### config.mk
export PLATFORM = sky130hd
export DESIGN_NAME = vector_clock_unit
export DESIGN_NICKNAME = d
export VERILOG_FILES = /design/src/vcu_pkg.sv /design/src/vcu_ctrl.sv /design/src/vcu_datapath.sv /design/src/vector_clock_unit.sv
export SDC_FILE = /design/constraint.sdc
export NUM_CORES = 1
export LEC_CHECK = 0
export CAP_MARGIN = 20
export CORE_ASPECT_RATIO = 0.9
export CORE_UTILIZATION = 55
export CTS_CLUSTER_SIZE = 12
export DETAILED_ROUTE_END_ITERATION = 8
export DONT_BUFFER_PORTS = 1
export GPL_ROUTABILITY_DRIVEN = 0
export PLACE_DENSITY = 0.7
export RECOVER_POWER = 100
export SYNTH_ARGS = -nofsm -noshare
export SYNTH_HDL_FRONTEND = slang
export SYNTH_SLANG_ARGS = --single-unit
### constraint.sdc
create_clock -name clk -period 7.1 [get_ports clk]
set_input_delay 2.13 -clock clk [delete_from_list [all_inputs] [get_ports clk]]
set_output_delay 2.13 -clock clk [all_outputs]
set_load 0.05 [all_outputs]
### src/vcu_pkg.sv
// vcu_pkg: shared types, constants and helpers of the vector clock unit
`default_nettype none

package vcu_pkg;

	localparam int MAX_NODES = 16;
	localparam int IDX_W     = 4;
	localparam int CNT_W     = 5;
	localparam int VAL_W     = 32;

	localparam logic [1:0] MODE_INTERNAL = 2'd0;
	localparam logic [1:0] MODE_SEND     = 2'd1;
	localparam logic [1:0] MODE_RECEIVE  = 2'd2;

	localparam logic REG_OWN_INDEX  = 1'b0;
	localparam logic REG_NODE_COUNT = 1'b1;

	localparam logic [VAL_W-1:0] SAT_MAX = '1;

	typedef struct packed {
		logic [1:0]       mode;
		logic [IDX_W-1:0] element_index;
		logic [VAL_W-1:0] element_value;
		logic             element_last;
	} vcu_item_t;

	typedef struct packed {
		logic [IDX_W-1:0] entry_index;
		logic [VAL_W-1:0] entry_value;
		logic             entry_last;
		logic [VAL_W-1:0] internal_events;
		logic [VAL_W-1:0] send_events;
		logic [VAL_W-1:0] receive_events;
	} vcu_result_t;

	typedef struct packed {
		logic load;
		logic clr_k;
		logic rd_own;
		logic wr_own;
		logic rd_el;
		logic wr_el;
		logic bump;
		logic rd_out;
	} vcu_cmd_t;

	typedef struct packed {
		logic [1:0] mode;
		logic       idx_zero;
		logic       last;
		logic       k_last;
		logic       pipe_busy;
	} vcu_status_t;

	function automatic logic [VAL_W-1:0] sat_inc(input logic [VAL_W-1:0] v);
		logic [VAL_W-1:0] r;
		r = (v == SAT_MAX) ? v : v + VAL_W'(1);
		return r;
	endfunction

endpackage

`default_nettype wire

### src/vcu_ctrl.sv
// vcu_ctrl: sequencing state machine of the vector clock unit
`default_nettype none

module vcu_ctrl (
	input  wire logic                 clk,
	input  wire logic                 arst_n,
	input  wire logic                 start,
	output logic                      busy,
	input  wire vcu_pkg::vcu_status_t status,
	output vcu_pkg::vcu_cmd_t         cmd
);

	typedef enum logic [6:0] {
		ST_IDLE     = 7'b0000001,
		ST_DISPATCH = 7'b0000010,
		ST_OWN_RD   = 7'b0000100,
		ST_OWN_WR   = 7'b0001000,
		ST_EL_RD    = 7'b0010000,
		ST_EL_WR    = 7'b0100000,
		ST_READ     = 7'b1000000
	} vcu_state_t;

	vcu_state_t state_q;
	vcu_state_t state_d;
	logic       draining_q;
	logic       need_own;
	logic       is_event;

	assign is_event = (status.mode == vcu_pkg::MODE_INTERNAL) ||
		(status.mode == vcu_pkg::MODE_SEND);
	assign need_own = is_event ||
		((status.mode == vcu_pkg::MODE_RECEIVE) && status.idx_zero);

	assign busy = (state_q != ST_IDLE) || draining_q;

	always_comb begin
		state_d = state_q;
		cmd     = '0;
		case (state_q)
			ST_IDLE: begin
				if (start && !draining_q) begin
					cmd.load = 1'b1;
					state_d  = ST_DISPATCH;
				end
			end
			ST_DISPATCH: begin
				cmd.clr_k = 1'b1;
				if (need_own) begin
					state_d = ST_OWN_RD;
				end else if (status.mode == vcu_pkg::MODE_RECEIVE) begin
					state_d = ST_EL_RD;
				end else begin
					state_d = ST_IDLE;
				end
			end
			ST_OWN_RD: begin
				cmd.rd_own = 1'b1;
				state_d    = ST_OWN_WR;
			end
			ST_OWN_WR: begin
				cmd.wr_own = 1'b1;
				if (is_event) begin
					cmd.bump = 1'b1;
					state_d  = ST_READ;
				end else begin
					state_d = ST_EL_RD;
				end
			end
			ST_EL_RD: begin
				cmd.rd_el = 1'b1;
				state_d   = ST_EL_WR;
			end
			ST_EL_WR: begin
				cmd.wr_el = 1'b1;
				if (status.last) begin
					cmd.bump = 1'b1;
					state_d  = ST_READ;
				end else begin
					state_d = ST_IDLE;
				end
			end
			ST_READ: begin
				cmd.rd_out = 1'b1;
				if (status.k_last) begin
					state_d = ST_IDLE;
				end
			end
			default: begin
				state_d = ST_IDLE;
			end
		endcase
	end

	always_ff @(posedge clk or negedge arst_n) begin
		if (!arst_n) begin
			state_q    <= ST_IDLE;
			draining_q <= 1'b0;
		end else begin
			state_q    <= state_d;
			draining_q <= (state_q == ST_READ && status.k_last) ||
				(draining_q && status.pipe_busy);
		end
	end

endmodule

`default_nettype wire

### src/vcu_datapath.sv
// vcu_datapath: clock entry memory, event counters, configuration and readout
`default_nettype none

module vcu_datapath (
	input  wire logic                 clk,
	input  wire logic                 arst_n,
	input  wire vcu_pkg::vcu_cmd_t    cmd,
	output vcu_pkg::vcu_status_t      status,
	input  wire vcu_pkg::vcu_item_t   item,
	input  wire logic                 write_enable,
	input  wire logic                 write_index,
	input  wire logic [4:0]           write_data,
	output logic                      strobe,
	output vcu_pkg::vcu_result_t      result
);

	vcu_pkg::vcu_item_t          item_q;
	logic [vcu_pkg::IDX_W-1:0]   own_q;
	logic [vcu_pkg::CNT_W-1:0]   node_q;
	logic [vcu_pkg::VAL_W-1:0]   internal_q;
	logic [vcu_pkg::VAL_W-1:0]   send_q;
	logic [vcu_pkg::VAL_W-1:0]   receive_q;
	logic [vcu_pkg::IDX_W-1:0]   k_q;

	logic [vcu_pkg::VAL_W-1:0]   mem [vcu_pkg::MAX_NODES];
	logic [vcu_pkg::MAX_NODES-1:0] vld_q;
	logic [vcu_pkg::VAL_W-1:0]   mem_rd_q;
	logic                        vld_rd_q;

	logic                        rd_s1;
	logic [vcu_pkg::IDX_W-1:0]   k_s1;
	logic                        last_s1;
	logic                        strobe_q;
	vcu_pkg::vcu_result_t        result_q;

	logic [vcu_pkg::CNT_W-1:0]   active;
	logic [vcu_pkg::IDX_W-1:0]   addr;
	logic [vcu_pkg::VAL_W-1:0]   entry_val;
	logic                        own_ok;
	logic                        el_ok;
	logic                        wr_en;
	logic [vcu_pkg::VAL_W-1:0]   wr_val;
	logic                        k_last;

	// effective node count
	always_comb begin
		if (node_q == '0) begin
			active = vcu_pkg::CNT_W'(1);
		end else if (node_q > vcu_pkg::CNT_W'(vcu_pkg::MAX_NODES)) begin
			active = vcu_pkg::CNT_W'(vcu_pkg::MAX_NODES);
		end else begin
			active = node_q;
		end
	end

	always_comb begin
		if (cmd.rd_own || cmd.wr_own) begin
			addr = own_q;
		end else if (cmd.rd_el || cmd.wr_el) begin
			addr = item_q.element_index;
		end else begin
			addr = k_q;
		end
	end

	assign entry_val = vld_rd_q ? mem_rd_q : '0;
	assign own_ok    = {1'b0, own_q} < vcu_pkg::CNT_W'(vcu_pkg::MAX_NODES);
	assign el_ok     = ({1'b0, item_q.element_index} < active) &&
		(entry_val < item_q.element_value);
	assign wr_en     = (cmd.wr_own && own_ok) || (cmd.wr_el && el_ok);
	assign wr_val    = cmd.wr_own ? vcu_pkg::sat_inc(entry_val) : item_q.element_value;
	assign k_last    = ({1'b0, k_q} + vcu_pkg::CNT_W'(1)) == active;

	assign status.mode      = item_q.mode;
	assign status.idx_zero  = item_q.element_index == '0;
	assign status.last      = item_q.element_last;
	assign status.k_last    = k_last;
	assign status.pipe_busy = rd_s1;

	always_ff @(posedge clk) begin
		if (wr_en) begin
			mem[addr] <= wr_val;
		end
		if (cmd.rd_own || cmd.rd_el || cmd.rd_out) begin
			mem_rd_q <= mem[addr];
		end
	end

	always_ff @(posedge clk or negedge arst_n) begin
		if (!arst_n) begin
			vld_q    <= '0;
			vld_rd_q <= 1'b0;
		end else begin
			if (wr_en) begin
				vld_q[addr] <= 1'b1;
			end
			if (cmd.rd_own || cmd.rd_el || cmd.rd_out) begin
				vld_rd_q <= vld_q[addr];
			end
		end
	end

	// payload of the latched transaction, readout pipeline and result register
	always_ff @(posedge clk) begin
		if (cmd.load) begin
			item_q <= item;
		end
		k_s1    <= k_q;
		last_s1 <= k_last;
		if (rd_s1) begin
			result_q.entry_index     <= k_s1;
			result_q.entry_value     <= entry_val;
			result_q.entry_last      <= last_s1;
			result_q.internal_events <= internal_q;
			result_q.send_events     <= send_q;
			result_q.receive_events  <= receive_q;
		end
	end

	always_ff @(posedge clk or negedge arst_n) begin
		if (!arst_n) begin
			own_q      <= '0;
			node_q     <= vcu_pkg::CNT_W'(vcu_pkg::MAX_NODES);
			internal_q <= '0;
			send_q     <= '0;
			receive_q  <= '0;
			k_q        <= '0;
			rd_s1      <= 1'b0;
			strobe_q   <= 1'b0;
		end else begin
			if (write_enable) begin
				case (write_index)
					vcu_pkg::REG_OWN_INDEX:  own_q  <= write_data[vcu_pkg::IDX_W-1:0];
					vcu_pkg::REG_NODE_COUNT: node_q <= write_data;
					default: ;
				endcase
			end
			if (cmd.bump) begin
				case (item_q.mode)
					vcu_pkg::MODE_INTERNAL: internal_q <= vcu_pkg::sat_inc(internal_q);
					vcu_pkg::MODE_SEND:     send_q     <= vcu_pkg::sat_inc(send_q);
					vcu_pkg::MODE_RECEIVE:  receive_q  <= vcu_pkg::sat_inc(receive_q);
					default: ;
				endcase
			end
			if (cmd.clr_k) begin
				k_q <= '0;
			end else if (cmd.rd_out) begin
				k_q <= k_q + vcu_pkg::IDX_W'(1);
			end
			rd_s1    <= cmd.rd_out;
			strobe_q <= rd_s1;
		end
	end

	assign strobe = strobe_q;
	assign result = result_q;

	a_no_write_in_readout: assert property (@(posedge clk) disable iff (!arst_n)
		!(cmd.rd_out && (cmd.wr_own || cmd.wr_el)))
		else $error("clock entry written during readout");

	a_strobe_follows_read: assert property (@(posedge clk) disable iff (!arst_n)
		strobe_q |-> $past(rd_s1))
		else $error("result strobe without a readout access");

	a_last_at_end: assert property (@(posedge clk) disable iff (!arst_n)
		(strobe_q && result_q.entry_last) |->
		(({1'b0, result_q.entry_index} + vcu_pkg::CNT_W'(1)) == active))
		else $error("last flag on wrong entry");

	a_counts_hold: assert property (@(posedge clk) disable iff (!arst_n)
		!$past(cmd.bump) |-> ($stable(internal_q) && $stable(send_q) && $stable(receive_q)))
		else $error("event counter moved without an event");

endmodule

`default_nettype wire

### src/vector_clock_unit.sv
// vector_clock_unit: top level of the vector clock unit
// A transaction is taken when start is high and busy is low, one at a time.
// Internal and send events keep busy high from acceptance through
// dispatch, a read and write-back of the own entry in the single-port entry
// memory and one memory read per reported entry, until the last result has
// left the output pipeline. A received element takes dispatch and a read and
// write of its entry; at position 0 it first advances the own entry, and
// the last element then adds the readout as well. Results come out one per
// cycle, each registered in the entry memory read register and then in the
// result register after its readout access, each on result for exactly one
// cycle with strobe high; the receiver cannot stall them. Configuration
// writes take effect at once and are meant for idle periods only.
`default_nettype none

module vector_clock_unit (
	input  wire logic                 clk,
	input  wire logic                 arst_n,
	input  wire logic                 start,
	output logic                      busy,
	input  wire vcu_pkg::vcu_item_t   item,
	output logic                      strobe,
	output vcu_pkg::vcu_result_t      result,
	input  wire logic                 write_enable,
	input  wire logic                 write_index,
	input  wire logic [4:0]           write_data
);

	vcu_pkg::vcu_cmd_t    cmd;
	vcu_pkg::vcu_status_t status;

	vcu_ctrl u_ctrl (
		.clk    (clk),
		.arst_n (arst_n),
		.start  (start),
		.busy   (busy),
		.status (status),
		.cmd    (cmd)
	);

	vcu_datapath u_datapath (
		.clk          (clk),
		.arst_n       (arst_n),
		.cmd          (cmd),
		.status       (status),
		.item         (item),
		.write_enable (write_enable),
		.write_index  (write_index),
		.write_data   (write_data),
		.strobe       (strobe),
		.result       (result)
	);

endmodule

`default_nettype wire
## Word-level counts from Yosys, hierarchy flattened

Memory sizes are Yosys's and may differ from the RTL's. A register that Yosys moved wholly into a read port is not among the register bits.
Index checks and enable logic that the tools add are counted.

- $add $sub $neg: 6
- $mul: 0
- Divide/modulo/power cells: 0
- $lt $le $gt $ge: 5
- Equal/unequal tests: 17
- Shifts and indexed selects: 0
- Mux-type cells: 33
- Bitwise gates (word level): 5
- Reductions and logical operators: 27

Operator list:

| kind | number |
|---|---|
| $add A32 B1 Y32 const B | 4 |
| $eq A32 B32 Y1 const B | 4 |
| $mux W32 | 3 |
| $pmux W7 S7 | 1 |
| $lt A32 B32 Y1 | 1 |
| $mux W7 | 4 |
| $mux W5 | 4 |
| $mux W4 | 4 |
| $or A16 B16 Y16 | 1 |
| $mux W1 | 14 |
| $logic_or A1 B1 Y1 | 9 |
| $reduce_and A3 Y1 | 3 |
| $eq A7 B1 Y1 const B | 1 |
| $eq A7 B2 Y1 const B | 1 |
| $eq A7 B3 Y1 const B | 1 |
| $eq A7 B4 Y1 const B | 1 |
| $eq A7 B5 Y1 const B | 1 |
| $eq A7 B6 Y1 const B | 1 |
| $eq A7 B7 Y1 const B | 1 |
| $logic_and A1 B1 Y1 | 7 |
| $ne A7 B1 Y1 const B | 1 |
| $reduce_and A2 Y1 | 3 |
| $add A4 B1 Y5 const B | 1 |
| $eq A5 B5 Y1 | 1 |
| 17 further kinds | 21 |

- Flip-flop bits (word level): 313
- Bits in latches: 0
- Memory bits (writable): 512
- Bits in read-only memories: 0
- Output and inout bits: 135
- Memories kept: 1

Memories:

| memory | depth | width | rd ports | clocked after memory_dff | write ports | line | source |
|---|---|---|---|---|---|---|---|
| u_datapath.mem | 16 | 32 | 1 | 1 | 1 | vcu_datapath.sv:25 | `logic [vcu_pkg::VAL_W-1:0] mem [vcu_pkg::MAX_NODES];` |

## Depth between registers and ports, before layout

Gate-level depths: netlist (run 1).

- Depth after elaboration: 10
- Mapped depth: 13

## Cells and area by module

A second synthesis (run 1) with hierarchy kept.

- Cell total of the unflattened synthesis: 2226
- Area, all modules: 34767.1 um^2

Modules (own cells, without submodules):

| module | instances | cells each | area each (um^2) | sequential area each (um^2) |
|---|---|---|---|---|
| vcu_datapath | 1 | 2169 | 34267.9 | 24805.0 |
| vcu_ctrl | 1 | 57 | 499.2 | 201.4 |

## Least setup slack after synthesis (run 1)

No wires, ideal clock.

- Path type: register to register
- Start: register u_datapath.vld_rd_q
- End: memory u_datapath.mem[15][0] (netlist bit) (enable)
- Setup time: 0.470 ns
- Arrival: 5.386 ns
- Path slack: 1.244 ns
- Stages on the path, launching flop included: 14
- Path buffers: 4
- Cells stage by stage: dfrtp_1 > buf_2 > clkbuf_1 > clkbuf_1 > and2_1 > ha_1 > a21o_1 > a21o_1 > a221oi_1 > o32ai_1 > o31ai_1 > o21bai_1 > clkbuf_1 > a211oi_1

- Longest elaborated chain between the ends: 7

RTL lines:

| item | line | source |
|---|---|---|
| start: declaration | vcu_datapath.sv:28 | `logic vld_rd_q;` |
| start signal: assignment | vcu_datapath.sv:98 | `vld_rd_q <= vld_q[addr];` |
| $mux W32 | vcu_datapath.sv:66 | `assign entry_val = vld_rd_q ? mem_rd_q : '0;` |
| via u_datapath.entry_val, one bit | vcu_datapath.sv:38 | `logic [vcu_pkg::VAL_W-1:0] entry_val;` |
| $lt A32 B32 Y1 | vcu_datapath.sv:69 | `(entry_val < item_q.element_value);` |
| $logic_and A1 B1 Y1 | vcu_datapath.sv:68 | `assign el_ok = ({1'b0, item_q.element_index} < active) &&` |
| $logic_and A1 B1 Y1 | vcu_datapath.sv:70 | `assign wr_en = (cmd.wr_own && own_ok) \|\| (cmd.wr_el && el_ok);` |
| $logic_or A1 B1 Y1 | vcu_datapath.sv:70 |  |
| $mux W1 | vcu_datapath.sv:81 | `if (wr_en) begin` |
| $mux W1 (implied by the code) | vcu_datapath.sv:82 | `mem[addr] <= wr_val;` |
| end: declaration | vcu_datapath.sv:25 |  |

The timed path passes the listed nets, and every way through them passes these cells.

## Worst setup path after layout (run 1)

- Start: register u_datapath.vld_rd_q
- End: memory u_datapath.mem[15][10] (netlist bit) (enable)

Same word-level chain as after synthesis.

==> impl_metrics.json, run 1 <==
{
  "outcome": "finished, violations left",
  "violations": "capacitance limit, slew limit",
  "first_pass_iters": 5,
  "synth_top_area_share_pct": 60.7,
  "grt_setup_unrepaired": "no",
  "ys_seq_area_share_pct": 70.6,
  "cap_viol_max_count": 10,
  "die_x_um": 269,
  "synthMuxAreaShare_pct": 8.73,
  "syn_nets": 2485,
  "hold_slack_ns": 0.401,
  "final_util_pct": 61.4,
  "max_freq_mhz": 164,
  "grt-ovfl-total": 0,
  "ff2ff_path_depth": 12,
  "setup_viol": 0,
  "vias": 20226,
  "async_flop_share_pct": 15.9,
  "cts_buffers": 86,
  "drt-total-wl_um": 81200,
  "boundaryPins": 184,
  "grt_pass1_wl_um": 121000,
  "synth_cell_types": 71,
  "start_kind": "register",
  "num-nets-final": 2537,
  "period_share_pct": 85.8,
  "r2r_slack_ns": 1.01,
  "cts_sinks": 857,
  "crit_fanout": 27,
  "dp.cells": 3201,
  "syn_area_mm2": 0.0354,
  "min_to": "u_datapath.result[130]",
  "setup_ws_ns": 1.01,
  "p_leak_nw": 13.2,
  "dieArea_mm2": 0.0654,
  "peakVddDrop_v": 0.000247,
  "grt_pass1_vias": 19537,
  "antenna_found_initial": 1,
  "rows": 87,
  "min_path_type": "reg -> reg",
  "clockBufferDepth": 3,
  "synth_edf_count": 716,
  "syn_to_final_growth_pct": 9.52,
  "synth_area_leader_cell": "edfxtp_1",
  "setup_tns_ns": 0,
  "synth_flop_cell": "edfxtp_1",
  "period_minus_slack_ns": 6.09,
  "drive_gt1_share_pct": 7.18,
  "finalHoldViolations": 0,
  "ctsResizeCount": 0,
  "placed_cell_area_mm2": 0.0365,
  "worstPathRequired_ns": 7.35,
  "synth_top_family_by_area": "simple AND/OR/NAND/NOR gates",
  "total_power_mw": 11.3,
  "slew_headroom_pct": -130,
  "r2r-start": "u_datapath.vld_rd_q",
  "synth_xor_xnor_area_share_pct": 3.19,
  "post_cts_buffers": 0,
  "slew_violations": 323,
  "clk_pin_slew_ns": 0.06,
  "synth-simple-area-share_pct": 9.79,
  "avgSynthCellArea_um2": 14.8,
  "hpwl_um": 49500,
  "whs_path_depth": 0,
  "routed_via_density": 6.03,
  "syn_inst": 2398,
  "instances_no_fill": 3353,
  "detail-route-antenna-nets": 0,
  "synth-adder-area-share_pct": 1.37,
  "fin_skew_ns": 0.0196,
  "grt_usage_pct": 24.7,
  "cts_hold_buf": 0,
  "dp_slack_ns": 1.79,
  "synth_area_leaders": "edfxtp_1 61%, dfrtp_1 9.5%, mux2i_1 8.3%, nand2_1 3.1%, nand3_1 2.2%",
  "io_buffers": 0,
  "core_area_mm2": 0.0631,
  "ys_warn_count": 0,
  "cts_tree": "built",
  "htreeDepth": 3,
  "ys_seq_elements": 857,
  "grt_start_max_net_pins": 137,
  "reg2reg_to": "u_datapath.mem[15][10]",
  "p_per_area_mw_per_mm2": 291,
  "cp-end-kind": "register",
  "drc": 0,
  "avgRoutedWirePerCell_um": 24.2,
  "fill_cells": 4738,
  "hold_start": "u_datapath.k_s1[1]",
  "design_area_mm2": 0.0388,
  "start_util_pct": 56.1,
  "drtIter0Drc": 2130,
  "tightestPinTransition_ns": 3.44,
  "clkLatencyLatePin_ns": 0.63,
  "die_y_um": 243,
  "cts_root_buf": "clkbuf_16",
  "path_class": "reg -> reg",
  "arrival_ns": 6.35,
  "synth_compound_area_share_pct": 3.82
}
cells in the mapped netlist, types with 4 or more instances:
library cell    n
edfxtp_1      716
mux2i_1       293
nand2_1       292
nand3_1       155
dfrtp_1       134
xnor2_1        81
inv_1          59
nor2_1         53
nand4_1        51
xor2_1         48
and2_1         45
clkbuf_1       38
ha_1           38
o21ai_0        38
a32oi_1        32
buf_6          29
and3_1         24
buf_2          24
a21oi_1        21
a31oi_1        16
nor3_1         16
nor4_1         15
o31ai_1        14
mux2_2         13
or3_1          12
a21o_1         10
and4_1         10
buf_1           9
nor2b_1         9
or2_2           9
a211oi_1        8
nand2b_1        7
o21ai_1         6
o22ai_1         6
dfxtp_1         5
or4_1           5
buf_4           4
o211ai_1        4
o21bai_1        4
per-layer routing:
| metal | track usage [%] | vias up | routed length (µm) | share of wire (%) |
|---|---|---|---|---|
| li1 | - | 9087 | - | - |
| met1 | 35.3 | 10202 | 35700 | 44 |
| met2 | 37.4 | 800 | 36700 | 45 |
| met3 | 6.28 | 137 | 6580 | 8.1 |
| met4 | 7.15 | 0 | 2170 | 2.7 |
| met5 | 0 | - | 0 | 0 |
logic make-up after synthesis:
group / after synthesis
DFF: 857
and+or+nand+nor: 715
muxes: 307
AOI/OAI and AO/OA: 188
buffers and inverters: 163
xor gates and xnor gates: 129
adders and majority gates: 39
where the power goes:
| part | internal (mW) | switching, mW | total, mW |
|---|---|---|---|
| sequential | 5.77 | 0.137 | 5.91 |
| clock | 2.31 | 1.80 | 4.11 |
| combinational | 0.378 | 0.889 | 1.27 |
worst max-delay path by stage:
| stage | slack, ns | from | to | cells after the start |
|---|---|---|---|---|
| 2_1_floorplan | 1.24 | u_datapath.vld_rd_q | u_datapath.mem[15][0] | 13 |
| 4_1_cts | 1.75 | u_datapath.vld_rd_q | u_datapath.mem[15][18] | 11 |
| 3_5_place_dp | 1.79 | u_datapath.vld_rd_q | u_datapath.mem[15][19] | 12 |
| 3_3_place_gp | 1.86 | u_datapath.vld_rd_q | u_datapath.mem[15][19] | 11 |
| 5_1_grt | 0.72 | u_datapath.vld_rd_q | u_datapath.mem[15][10] | 12 |
| 6_report | 1.01 | u_datapath.vld_rd_q | u_datapath.mem[15][10] | 12 |
worst max-delay path: stages, from the launching register on:
cell and delay (ns):
dfrtp_1 0.83, clkbuf_1 0.66, and2_0 0.36, ha_1 0.30, a211oi_1 0.23, o21ai_0 0.13, a211oi_1 0.31, o21ai_0 0.16
o31ai_1 0.83, o21bai_2 0.13, buf_4 0.27, a211oi_4 0.88, clkbuf_1 0.61
layout make-up:
class | count | area (µm²) | share of cell area, %
Sequential cell | 857 | 25000 | 64.5
Multi-Input combinational cell | 1378 | 9630 | 24.8
Clock buffer | 123 | 2380 | 6.14
Tap cell | 845 | 1060 | 2.73
Timing Repair Buffer | 68 | 369 | 0.952
Inverter | 59 | 221 | 0.571
Clock inverter | 21 | 108 | 0.278
Antenna cell | 2 | 5.00 | 0.0129
sequential cells by signal, summed over array words and instances (netlist names):
name / cells
u_ctrl.draining_q: 1
u_ctrl.state_q: 7
u_datapath.internal_q: 32
u_datapath.item_q: 36
u_datapath.k_q: 4
u_datapath.k_s1: 4
u_datapath.last_s1: 1
u_datapath.mem: 512
u_datapath.mem_rd_q: 32
u_datapath.node_q: 5
u_datapath.own_q: 4
u_datapath.rd_s1: 1
u_datapath.receive_q: 32
u_datapath.result: 133
u_datapath.send_q: 32
u_datapath.status: 3
u_datapath.strobe: 1
u_datapath.vld_q: 16
u_datapath.vld_rd_q: 1
layout by cell type, fill, tap and decap left out, types with 17 or more instances in the layout:
cell	instances
edfxtp_1	716
mux2i_1	293
nand2_1	292
nand3_1	155
dfrtp_1	134
clkbuf_16	87
xnor2_1	81
clkbuf_1	66
inv_1	59
nand4_1	52
nor2_1	49
xor2_1	48
o21ai_0	43
ha_1	38
a32oi_1	32
and2_0	29
and3_1	24
buf_4	24
nor3_1	17
a31oi_1	17
No activity file was read; power rests on OpenSTA's default activity.
==> run 2, diff against run 1 <==
CELL_PAD_IN_SITES_DETAIL_PLACEMENT = 1   (was default)
CELL_PAD_IN_SITES_GLOBAL_PLACEMENT = 2   (was default)
CORE_UTILIZATION = 46   (was 55)
PLACE_DENSITY = default   (was 0.7)
PLACE_DENSITY_LB_ADDON = 0.1   (was default)
==> impl_metrics.json, run 2 (synthesis results as in run 1) <==
{
  "min_path_type": "reg -> reg",
  "dp_slack_ns": 1.68,
  "cp_cell_sequence": "buf_4, and2_0, ha_1, a21o_1, a21o_1, a221oi_1, o32ai_1, o31ai_1, o21bai_1, buf_4, a21oi_2, buf_4",
  "post_cts_buffers": 0,
  "grt_pass1_wl_um": 136000,
  "drtIter0Drc": 1589,
  "path_buf_inv": 3,
  "antenna_found_initial": 4,
  "htreeDepth": 3,
  "rows": 96,
  "drt-total-wl_um": 91500,
  "first_pass_iters": 5,
  "setup_tns_ns": 0,
  "start_util_pct": 46.5,
  "start_kind": "register",
  "drc": 0,
  "die_y_um": 265,
  "finalHoldViolations": 0,
  "clk_pin_slew_ns": 0.06,
  "num-nets-final": 2546,
  "cts_hold_buf": 0,
  "clockBufferDepth": 3,
  "hpwl_um": 56000,
  "detail-route-antenna-nets": 0,
  "crit_fanout": 34,
  "worstPathRequired_ns": 7.42,
  "syn_to_final_growth_pct": 10.9,
  "layout_commonest_cell": "edfxtp_1",
  "cp-end-kind": "register",
  "clkLatencyLatePin_ns": 0.64,
  "cp_top_family": "compound AO/OA/AOI/OAI gates",
  "cpMaxStageDelayCell": "a21oi_2",
  "p_per_area_mw_per_mm2": 297,
  "slew_headroom_pct": -115,
  "setup.worst_path.end": "u_datapath.mem[13][22]",
  "placed_cell_area_mm2": 0.0368,
  "setup_ws_ns": 1.07,
  "tightestPinTransition_ns": 3.22,
  "final_util_pct": 51.6,
  "ctsResizeCount": 0,
  "instances_no_fill": 3557,
  "peakVddDrop_v": 0.000219,
  "layout_common_cells": "716 x edfxtp_1, 293 x mux2i_1, 292 x nand2_1",
  "design_area_mm2": 0.0393,
  "reg2reg_to": "u_datapath.mem[13][22]",
  "r2r_slack_ns": 1.07,
  "cap_viol_max_count": 14,
  "path_class": "reg -> reg",
  "largest_register": "u_datapath.mem",
  "boundaryPins": 184,
  "cp_num_cells": 12,
  "cpPeakStageDelay_ns": 1.34,
  "grt_setup_unrepaired": "no",
  "vias": 20091,
  "outcome": "finished, violations left",
  "grt-ovfl-total": 0,
  "grt_usage_pct": 23.6,
  "violations": "capacitance limit, slew limit",
  "max_freq_mhz": 166,
  "dieArea_mm2": 0.0781,
  "cts_buffers": 91,
  "die_x_um": 294,
  "p_leak_nw": 13.3,
  "cts_root_buf": "clkbuf_16",
  "largest_reg_flops": 512,
  "drive_gt1_share_pct": 7.64,
  "period_share_pct": 84.9,
  "core_area_mm2": 0.0762,
  "cts_sinks": 857,
  "path_common_cell": "buf_4",
  "hold_slack_ns": 0.405,
  "ff2ff_path_depth": 12,
  "routed_via_density": 5.65,
  "slew_violations": 403,
  "grt_start_max_net_pins": 137,
  "fin_skew_ns": 0.0260,
  "avgRoutedWirePerCell_um": 25.7,
  "dp.cells": 3391,
  "cts_tree": "built",
  "r2r-start": "u_datapath.vld_rd_q",
  "arrival_ns": 6.35,
  "period_minus_slack_ns": 6.03,
  "total_power_mw": 11.7,
  "grt_pass1_vias": 20675,
  "setup_viol": 0,
  "startpoint": "u_datapath.vld_rd_q",
  "io_buffers": 0
}
## run 2: changes by cell type in the layout (fill, tap and decap cells not counted), sizes merged
cell,change
clkinv,+16
bufinv,+3
clkbuf,+3
buf,-2
## run 2: worst min path at each step
stage / startpoint / end / slack (ns) / cells after the start
6_report: u_datapath.k_s1[2] / u_datapath.result[131] / 0.40 / 0
3_3_place_gp: u_datapath.k_s1[2] / u_datapath.result[131] / 0.39 / 0
3_5_place_dp: u_datapath.last_s1 / u_datapath.result[96] / 0.39 / 0
5_1_grt: u_datapath.last_s1 / u_datapath.result[96] / 0.41 / 0
4_1_cts: u_datapath.last_s1 / u_datapath.result[96] / 0.41 / 0
2_1_floorplan: u_datapath.k_s1[0] / u_datapath.result[129] / 0.39 / 0
## run 2: layer usage
metal / share of wire (%) / vias up / wire (µm) / track usage [%]
li1: - / 9100 / - / -
met1: 45 / 10392 / 41500 / 33.3
met2: 47 / 459 / 43300 / 37.5
met3: 4.7 / 140 / 4340 / 4.09
met4: 2.6 / 0 / 2380 / 6.81
met5: 0 / - / 0 / 0
## run 2: layout make-up
class / instances / area (µm²)
clock buffer: 120 / 2410
tap: 1029 / 1290
antenna: 2 / 5.00
timing repair buffer: 72 / 412
fill: 7432 / 36900
multi-input combinational: 1378 / 9630
clock inverter: 40 / 294
inverter: 59 / 221
sequential: 857 / 25000
## run 2: report_power, final
group / internal, mW / switching (mW) / leakage [nW]
sequential: 5.78 / 0.118 / 8.15
combinational: 0.381 / 0.993 / 3.82
clock: 2.49 / 1.91 / 1.32
total: 8.64 / 3.02 / 13.3
